--- config.mk ---
export PLATFORM = sky130hd
export DESIGN_NAME = scalar_literal_classifier
export DESIGN_NICKNAME = d
export VERILOG_FILES = /design/src/rtl/core/slc_pkg.sv /design/src/rtl/core/scalar_literal_classifier.sv /design/src/rtl/core/slc_token.sv /design/src/rtl/core/slc_classify.sv
export SDC_FILE = /design/constraint.sdc
export NUM_CORES = 1
export LEC_CHECK = 0
export BUFFER_PORTS_ARGS = -buffer_cell sky130_fd_sc_hd__buf_4
export CORE_MARGIN = 5
export CORE_UTILIZATION = 52
export CTS_CLUSTER_DIAMETER = 100
export DETAILED_ROUTE_END_ITERATION = 8
export PLACE_DENSITY = 0.68
export SLEW_MARGIN = 5
export SYNTH_ARGS = -nofsm -noshare
export SYNTH_HDL_FRONTEND = slang
export SYNTH_SLANG_ARGS = --single-unit
export TNS_END_PERCENT = 100
--- constraint.sdc ---
create_clock -name clk -period 5.1 [get_ports clk]
set_input_delay 1.02 -clock clk [delete_from_list [all_inputs] [get_ports clk]]
set_output_delay 1.02 -clock clk [all_outputs]
set_load 0.005 [all_outputs]
--- src/rtl/core/slc_pkg.sv ---
package slc_pkg;

  // Result codes
  typedef enum logic [2:0] {
    KIND_INVALID = 3'd0,
    KIND_CHAR    = 3'd1,
    KIND_INT     = 3'd2,
    KIND_FLOAT   = 3'd3,
    KIND_DOUBLE  = 3'd4
  } kind_t;

  // Position in the sign / digits / dot / digits / f form
  typedef enum logic [2:0] {
    PH_START  = 3'd0,
    PH_SIGN   = 3'd1,
    PH_INT    = 3'd2,
    PH_DOT    = 3'd3,
    PH_FRAC   = 3'd4,
    PH_SUFFIX = 3'd5,
    PH_FAIL   = 3'd6
  } phase_t;

  // Token state, everything but the magnitude accumulator
  typedef struct packed {
    logic [2:0] byte_count;
    logic [7:0] first_byte;
    logic       all_digits_ok;
    logic       is_negative;
    phase_t     phase;
    logic [7:0] kw_hits;
  } tok_info_t;

  localparam tok_info_t TOK_INFO_RST = '{
    byte_count:    3'd0,
    first_byte:    8'd0,
    all_digits_ok: 1'b1,
    is_negative:   1'b0,
    phase:         PH_START,
    kw_hits:       8'hFF
  };

  // Characters of interest
  localparam logic [7:0] CH_PLUS  = 8'h2B;
  localparam logic [7:0] CH_MINUS = 8'h2D;
  localparam logic [7:0] CH_DOT   = 8'h2E;
  localparam logic [7:0] CH_ZERO  = 8'h30;
  localparam logic [7:0] CH_NINE  = 8'h39;
  localparam logic [7:0] CH_F     = 8'h66;
  localparam logic [7:0] CH_I     = 8'h69;
  localparam logic [7:0] CH_N     = 8'h6E;
  localparam logic [7:0] CH_A     = 8'h61;
  localparam logic [7:0] CH_NUL   = 8'h00;

  // Keywords: first four are float, last four are double
  localparam int NUM_KW   = 8;
  localparam int NUM_KW_F = 4;

  localparam logic [7:0] KW_TEXT [NUM_KW][8] = '{
    '{CH_I,     CH_N, CH_F, CH_F, CH_NUL, CH_NUL, CH_NUL, CH_NUL},
    '{CH_PLUS,  CH_I, CH_N, CH_F, CH_F,   CH_NUL, CH_NUL, CH_NUL},
    '{CH_MINUS, CH_I, CH_N, CH_F, CH_F,   CH_NUL, CH_NUL, CH_NUL},
    '{CH_N,     CH_A, CH_N, CH_F, CH_NUL, CH_NUL, CH_NUL, CH_NUL},
    '{CH_I,     CH_N, CH_F, CH_NUL, CH_NUL, CH_NUL, CH_NUL, CH_NUL},
    '{CH_PLUS,  CH_I, CH_N, CH_F, CH_NUL, CH_NUL, CH_NUL, CH_NUL},
    '{CH_MINUS, CH_I, CH_N, CH_F, CH_NUL, CH_NUL, CH_NUL, CH_NUL},
    '{CH_N,     CH_A, CH_N, CH_NUL, CH_NUL, CH_NUL, CH_NUL, CH_NUL}
  };

  localparam logic [2:0] KW_LEN [NUM_KW] = '{
    3'd4, 3'd5, 3'd5, 3'd4, 3'd3, 3'd4, 3'd4, 3'd3
  };

  function automatic logic is_digit(input logic [7:0] c);
    return (c >= CH_ZERO) && (c <= CH_NINE);
  endfunction

endpackage

--- src/rtl/core/scalar_literal_classifier.sv ---
// Scalar literal classifier: one byte per transaction, kind emitted on the last byte.
// Throughput: one byte per cycle, unless a last byte waits for a stalled result register.
// Path: the last byte is held in the input register, then goes through the per-byte update
//   and classification into the result register.
// Reset: synchronous, active low; clears both stages and returns the token state to start.
module scalar_literal_classifier #(
  parameter int INT_WIDTH = 32
) (
  input  logic       clk,
  input  logic       rst_n,
  input  logic       in_valid,
  output logic       in_stall,
  input  logic [7:0] in_ch,
  input  logic       in_last,
  output logic       out_valid,
  input  logic       out_stall,
  output logic [2:0] out_kind
);

  logic                  s1_vld_r;
  logic [7:0]            s1_ch_r;
  logic                  s1_last_r;
  logic                  out_valid_r;
  slc_pkg::kind_t        out_kind_r;

  logic                  out_free;
  logic                  s1_go;
  logic                  in_acc;
  slc_pkg::tok_info_t    info_nxt;
  logic [INT_WIDTH-1:0]  mag_nxt;
  slc_pkg::kind_t        kind;

  // Handshake: a byte without last never needs the result slot
  assign out_free = !out_valid_r || !out_stall;
  assign s1_go    = s1_vld_r && (!s1_last_r || out_free);
  assign in_stall = s1_vld_r && !s1_go;
  assign in_acc   = in_valid && !in_stall;

  // Input register
  always_ff @(posedge clk) begin
    if (!rst_n) begin
      s1_vld_r <= 1'b0;
    end else if (in_acc) begin
      s1_vld_r <= 1'b1;
    end else if (s1_go) begin
      s1_vld_r <= 1'b0;
    end
  end

  always_ff @(posedge clk) begin
    if (in_acc) begin
      s1_ch_r   <= in_ch;
      s1_last_r <= in_last;
    end
  end

  slc_token #(
    .INT_WIDTH (INT_WIDTH)
  ) u_token (
    .clk      (clk),
    .rst_n    (rst_n),
    .byte_en  (s1_go),
    .ch       (s1_ch_r),
    .last     (s1_last_r),
    .info_nxt (info_nxt),
    .mag_nxt  (mag_nxt)
  );

  slc_classify #(
    .INT_WIDTH (INT_WIDTH)
  ) u_classify (
    .info (info_nxt),
    .mag  (mag_nxt),
    .kind (kind)
  );

  // Result register
  always_ff @(posedge clk) begin
    if (!rst_n) begin
      out_valid_r <= 1'b0;
    end else if (out_free) begin
      out_valid_r <= s1_go && s1_last_r;
    end
  end

  always_ff @(posedge clk) begin
    if (out_free && s1_go && s1_last_r) begin
      out_kind_r <= kind;
    end
  end

  assign out_valid = out_valid_r;
  assign out_kind  = out_kind_r;

endmodule

--- src/rtl/core/slc_token.sv ---
// Per-byte token state tracker: digit accumulator, form DFA, keyword matchers
module slc_token #(
  parameter int INT_WIDTH = 32
) (
  input  logic                  clk,
  input  logic                  rst_n,
  input  logic                  byte_en,
  input  logic [7:0]            ch,
  input  logic                  last,
  output slc_pkg::tok_info_t    info_nxt,
  output logic [INT_WIDTH-1:0]  mag_nxt
);

  // Saturation value: one above the largest negative magnitude
  localparam logic [INT_WIDTH-1:0] MAG_SAT =
    {1'b1, {(INT_WIDTH-2){1'b0}}, 1'b1};
  localparam logic [INT_WIDTH+3:0] MAG_SAT_EXT =
    {5'b00001, {(INT_WIDTH-2){1'b0}}, 1'b1};

  slc_pkg::tok_info_t       info_r;
  logic [INT_WIDTH-1:0]     mag_r;
  logic                     dig;
  logic                     sign_ch;
  logic                     first_pos;
  logic [INT_WIDTH+3:0]     prod;
  logic [7:0]               dval;

  assign dig       = slc_pkg::is_digit(ch);
  assign sign_ch   = (ch == slc_pkg::CH_PLUS) || (ch == slc_pkg::CH_MINUS);
  assign first_pos = (info_r.byte_count == 3'd0);
  assign dval      = ch - slc_pkg::CH_ZERO;

  // Multiply by ten and add the digit
  assign prod = {1'b0, mag_r, 3'b000} + {3'b000, mag_r, 1'b0}
              + {{(INT_WIDTH-4){1'b0}}, dval};

  always_comb begin
    if (!dig) begin
      mag_nxt = mag_r;
    end else if (prod > MAG_SAT_EXT) begin
      mag_nxt = MAG_SAT;
    end else begin
      mag_nxt = prod[INT_WIDTH-1:0];
    end
  end

  // Simple fields
  always_comb begin
    info_nxt = info_r;
    if (first_pos) begin
      info_nxt.first_byte  = ch;
      info_nxt.is_negative = (ch == slc_pkg::CH_MINUS);
    end
    if (!dig && !(first_pos && sign_ch)) begin
      info_nxt.all_digits_ok = 1'b0;
    end
    if (info_r.byte_count != 3'd7) begin
      info_nxt.byte_count = info_r.byte_count + 3'd1;
    end

    // Numeric form DFA
    case (info_r.phase)
      slc_pkg::PH_START: begin
        if (sign_ch)  info_nxt.phase = slc_pkg::PH_SIGN;
        else if (dig) info_nxt.phase = slc_pkg::PH_INT;
        else          info_nxt.phase = slc_pkg::PH_FAIL;
      end
      slc_pkg::PH_SIGN: begin
        info_nxt.phase = dig ? slc_pkg::PH_INT : slc_pkg::PH_FAIL;
      end
      slc_pkg::PH_INT: begin
        if (dig)                         info_nxt.phase = slc_pkg::PH_INT;
        else if (ch == slc_pkg::CH_DOT)  info_nxt.phase = slc_pkg::PH_DOT;
        else                             info_nxt.phase = slc_pkg::PH_FAIL;
      end
      slc_pkg::PH_DOT: begin
        info_nxt.phase = dig ? slc_pkg::PH_FRAC : slc_pkg::PH_FAIL;
      end
      slc_pkg::PH_FRAC: begin
        if (dig)                       info_nxt.phase = slc_pkg::PH_FRAC;
        else if (ch == slc_pkg::CH_F)  info_nxt.phase = slc_pkg::PH_SUFFIX;
        else                           info_nxt.phase = slc_pkg::PH_FAIL;
      end
      default: begin
        info_nxt.phase = slc_pkg::PH_FAIL;
      end
    endcase

    // Keyword matchers, one per keyword, all compared at the current position
    for (int k = 0; k < slc_pkg::NUM_KW; k++) begin
      info_nxt.kw_hits[k] = info_r.kw_hits[k]
                          && (info_r.byte_count < slc_pkg::KW_LEN[k])
                          && (slc_pkg::KW_TEXT[k][info_r.byte_count] == ch);
    end
  end

  // Token state: advance per byte, back to reset after the last byte
  always_ff @(posedge clk) begin
    if (!rst_n) begin
      info_r <= slc_pkg::TOK_INFO_RST;
      mag_r  <= '0;
    end else if (byte_en) begin
      if (last) begin
        info_r <= slc_pkg::TOK_INFO_RST;
        mag_r  <= '0;
      end else begin
        info_r <= info_nxt;
        mag_r  <= mag_nxt;
      end
    end
  end

endmodule

--- src/rtl/core/slc_classify.sv ---
// Token kind from the final token state; checks in char, int, float, double order
module slc_classify #(
  parameter int INT_WIDTH = 32
) (
  input  slc_pkg::tok_info_t    info,
  input  logic [INT_WIDTH-1:0]  mag,
  output slc_pkg::kind_t        kind
);

  localparam logic [INT_WIDTH-1:0] POS_LIM = {1'b0, {(INT_WIDTH-1){1'b1}}};
  localparam logic [INT_WIDTH-1:0] NEG_LIM = {1'b1, {(INT_WIDTH-1){1'b0}}};

  logic is_char;
  logic is_int;
  logic kw_float;
  logic kw_double;

  assign is_char = (info.byte_count == 3'd1) && !slc_pkg::is_digit(info.first_byte);
  assign is_int  = info.all_digits_ok
                && ((mag <= POS_LIM) || (info.is_negative && (mag == NEG_LIM)));

  // Keyword complete: still matching and length reached
  always_comb begin
    kw_float  = 1'b0;
    kw_double = 1'b0;
    for (int k = 0; k < slc_pkg::NUM_KW; k++) begin
      if (info.kw_hits[k] && (info.byte_count == slc_pkg::KW_LEN[k])) begin
        if (k < slc_pkg::NUM_KW_F) kw_float  = 1'b1;
        else                       kw_double = 1'b1;
      end
    end
  end

  always_comb begin
    if (is_char) begin
      kind = slc_pkg::KIND_CHAR;
    end else if (is_int) begin
      kind = slc_pkg::KIND_INT;
    end else if ((info.phase == slc_pkg::PH_SUFFIX) || kw_float) begin
      kind = slc_pkg::KIND_FLOAT;
    end else if ((info.phase == slc_pkg::PH_FRAC) || kw_double) begin
      kind = slc_pkg::KIND_DOUBLE;
    end else begin
      kind = slc_pkg::KIND_INVALID;
    end
  end

endmodule

==> impl_results.md <==
- GPL Wtd Cong: 0.983
- Pwr per Cell Area: a little under 200 nW/um2
- Post-Syn Instances: 760
- Via density: between 6 and 7
- DRC: 0
- RSZ-0062 raised after global routing: false
- DR WL/cell: 18.8 um
- CP most frequent cell: ha_1
- Final Skew: 5.49 ps
- Arr. time, crit path: about 5000 ps
- Mapped cell area: between 6000 and 7000 um2
- IO buf count: 17
- CTS H-tree depth: 3
- Fin crit share: 0.935
- HP Start: u_token.info_r[0]
- First-pass GRT wire length: about 28000 um
- Grt ovf: 0
- Critical path capture point type: register
- Core Rows: 40
- Final instance area: roughly 6700 um2
- Setup CP Type: register to register
- CTS Buf Count: 9
- Main flop type after synthesis: dfxtp_1
- Hold Fails Final Rpt: 0
- Clk slew on worst S/H paths: approximately 60 ps
- Comb pwr share: 0.087
- Routed vias: between 5k and 6k
- Worst-path fanout max: 22
- Switch share: 0.277
- Starting density of the core: 0.527
- Worst Tran Pin Value: roughly 850 ps
- Largest cells by area after synthesis: dfxtp_1 18%, ha_1 13%, edfxtp_1 5.7%
- Longest Clk Path Bufs: 2
- Outcome: complete, no violations
- P_sw: 364 uW
- Upper clock frequency limit: ~210 MHz
- Commonest non-fill, non-tap cell in the layout: nand2_1
- Die area: between 10000 and 15000 um2
- Share of cells above drive strength 1: 0.114
- Die H: 120 um
- HPWL after DPL: between 10000 and 15000 um
- Number of diodes: 0
- Max-cap violation count: 0
- FF-to-FF Start: s1_ch_r[5]
- Crit. Startpoint: s1_ch_r[5]
- CP Data Required Time: between 5000 and 6000 ps
- Placed inst area: between 6000 and 7000 um2
- Final ANT Viol Nets: 0
- 1st-iter DRT viols: around 580
- Sequential power share: 0.444
- Clk_lat worst skew: 350 ps
- Post-synthesis sequential area ratio: 0.239
- Syn nets: approximately 850
- Die width: roughly 120 um
- Net count, final: roughly 850
- LEAKAGE: 0.00279 uW
- Synthesis-stage register bit count: between 60 and 70
- Area growth syn-to-layout: 6.58%
- Warnings, synthesis: 0
- Core footprint: roughly 12000 um2
- Max stage delay on crit path: 590 ps
- Pin count of the biggest net entering global routing: 30
- Int Pwr: about 950 uW
- CTS sink count: 69
- Final setup fails: 0
- Ports: 18
- Root buf cell: clkbuf_16
- Ys async rst share: 0
- Post-synth cell types: 82
- Crit-path cells: ha_1 > xor2_1 > fa_1 > inv_1 > ha_1 > o211ai_1 > o21a_2 > a2111oi_4 > o21a_1 > o22ai_1 > a2111oi_1 > nand4_1 > o21bai_2 > and4_4 > a22o_2
- Peak supply drop: roughly 0.12 mV
- Initial antenna violation count: 0
- Synth area leader: dfxtp_1
- Fin Setup TNS: 0 ps
- Gr usage total: 0.240
- Max-slew headroom: 0.426
- Commonest non-fill, non-tap cells in the layout: 80 x nand2_1, 67 x ha_1, 57 x dfxtp_1
- Final min period: 4770 ps
- Clk pwr share: 0.469
- DR pass1 iterations: 5
- Post-synth EDFFs: 12
- Vias in the first global route: approximately 5.5k
- Syn avg cell area: a little over 8 um2
- Post-synth top area share: 0.182
- Startpoint types: register
- Drt total wl: 17200 um
- CP max-delay cell: a2111oi_4
- TritonCTS clock tree: built
- Worst Hold Class: register to register
- Final Max Tran Viols: 0
==> worst paths after layout <==
path,end,slack [ps],depth (start not counted)
worst max register to register,u_token.mag_r[16],330,15
worst max-delay path,u_token.mag_r[16],330,15
worst min-delay path,u_token.info_r[0],470,2
worst min register to register,u_token.info_r[0],470,2
==> kinds of logic (layout without fill, tap and decap cells) <==
logic type / Yosys count / count (layout) / share of synthesized area
compound gates: 245 / 245 / 0.280
xor+xnor: 38 / 38 / 0.0530
fa+ha+maj: 73 / 73 / 0.153
buf+inv: 63 / 67 / 0.0518
flops: 69 / 69 / 0.239
mux: 4 / 4 / 0.00638
simple gates: 268 / 268 / 0.217
==> what timing repair did <==
action                     4_1_cts  5_1_grt
gates resized for setup          0        1
hold buffers                     0        0
setup buffers                    0        1
setup endpoints to repair        0       29
==> stage by stage <==
| step | util | setup slack, ps | cells | power (uW) | hold WS (ps) |
|---|---|---|---|---|---|
| 2_1_floorplan | - | 1000 | 760 | 673 | 432 |
| 4_1_cts | 0.561 | 291 | 910 | 1320 | 478 |
| 6_report | 0.562 | 334 | 911 | 1310 | 472 |
| 3_3_place_gp | 0.537 | 570 | 894 | 703 | 449 |
| 5_1_grt | 0.562 | 99.0 | 911 | 1360 | 493 |
| 3_5_place_dp | 0.537 | 323 | 894 | 707 | 463 |
==> worst max-delay path: cells and delay by family (launching register included) <==
family	cells	cell delay, ps
buf+inv	1	40
compound gates	8	2130
flops	1	540
simple gates	2	660
fa+ha+maj	3	1140
xor+xnor	1	170
==> power by group through the flow <==
| stage | combinational (uW) | sequential (uW) | clock (uW) |
|---|---|---|---|
| after global placement | 109 | 594 | 0 |
| final | 114 | 583 | 615 |
| after CTS | 112 | 583 | 623 |
| after global routing | 125 | 585 | 650 |
| after detailed placement | 112 | 595 | 0 |
| after floorplan | 83.8 | 589 | 0 |
==> layer usage <==
layer / track usage / vias up / share of wire / routed length [um]
met3: 0.0415 / 42 / 0.062 / 1070
met4: 0.0995 / 0 / 0.028 / 487
li1: - / 2844 / - / -
met1: 0.338 / 2825 / 0.46 / 7910
met5: 0 / - / 0 / 0
met2: 0.363 / 213 / 0.45 / 7700
==> Yosys cell counts (all sizes together) (18+ instances only) <==
cell type  instances
o21a              23
a22o              23
xnor2             20
inv               30
nand4             19
ha                67
a21oi             54
nand3             19
o21ai             58
dfxtp             57
nor2              48
nand2             80
clkbuf            25
xor2              18
==> state kept, by name, indices dropped and copies added, names as in the netlist <==
register,cells
u_token.mag_r,32
u_token.info_r,23
s1_ch_r,8
out_kind,3
out_valid,1
s1_last_r,1
s1_vld_r,1
==> layout make-up <==
| class | count | area [um2] |
|---|---|---|
| clock buffer | 9 | 225 |
| clock inverter | 7 | 57.6 |
| fill | 1082 | 5220 |
| inverter | 30 | 113 |
| multi-input combinational | 628 | 4450 |
| sequential | 69 | 1500 |
| tap | 147 | 184 |
| timing repair buffer | 21 | 158 |
(Power assumes the default switching activity.)
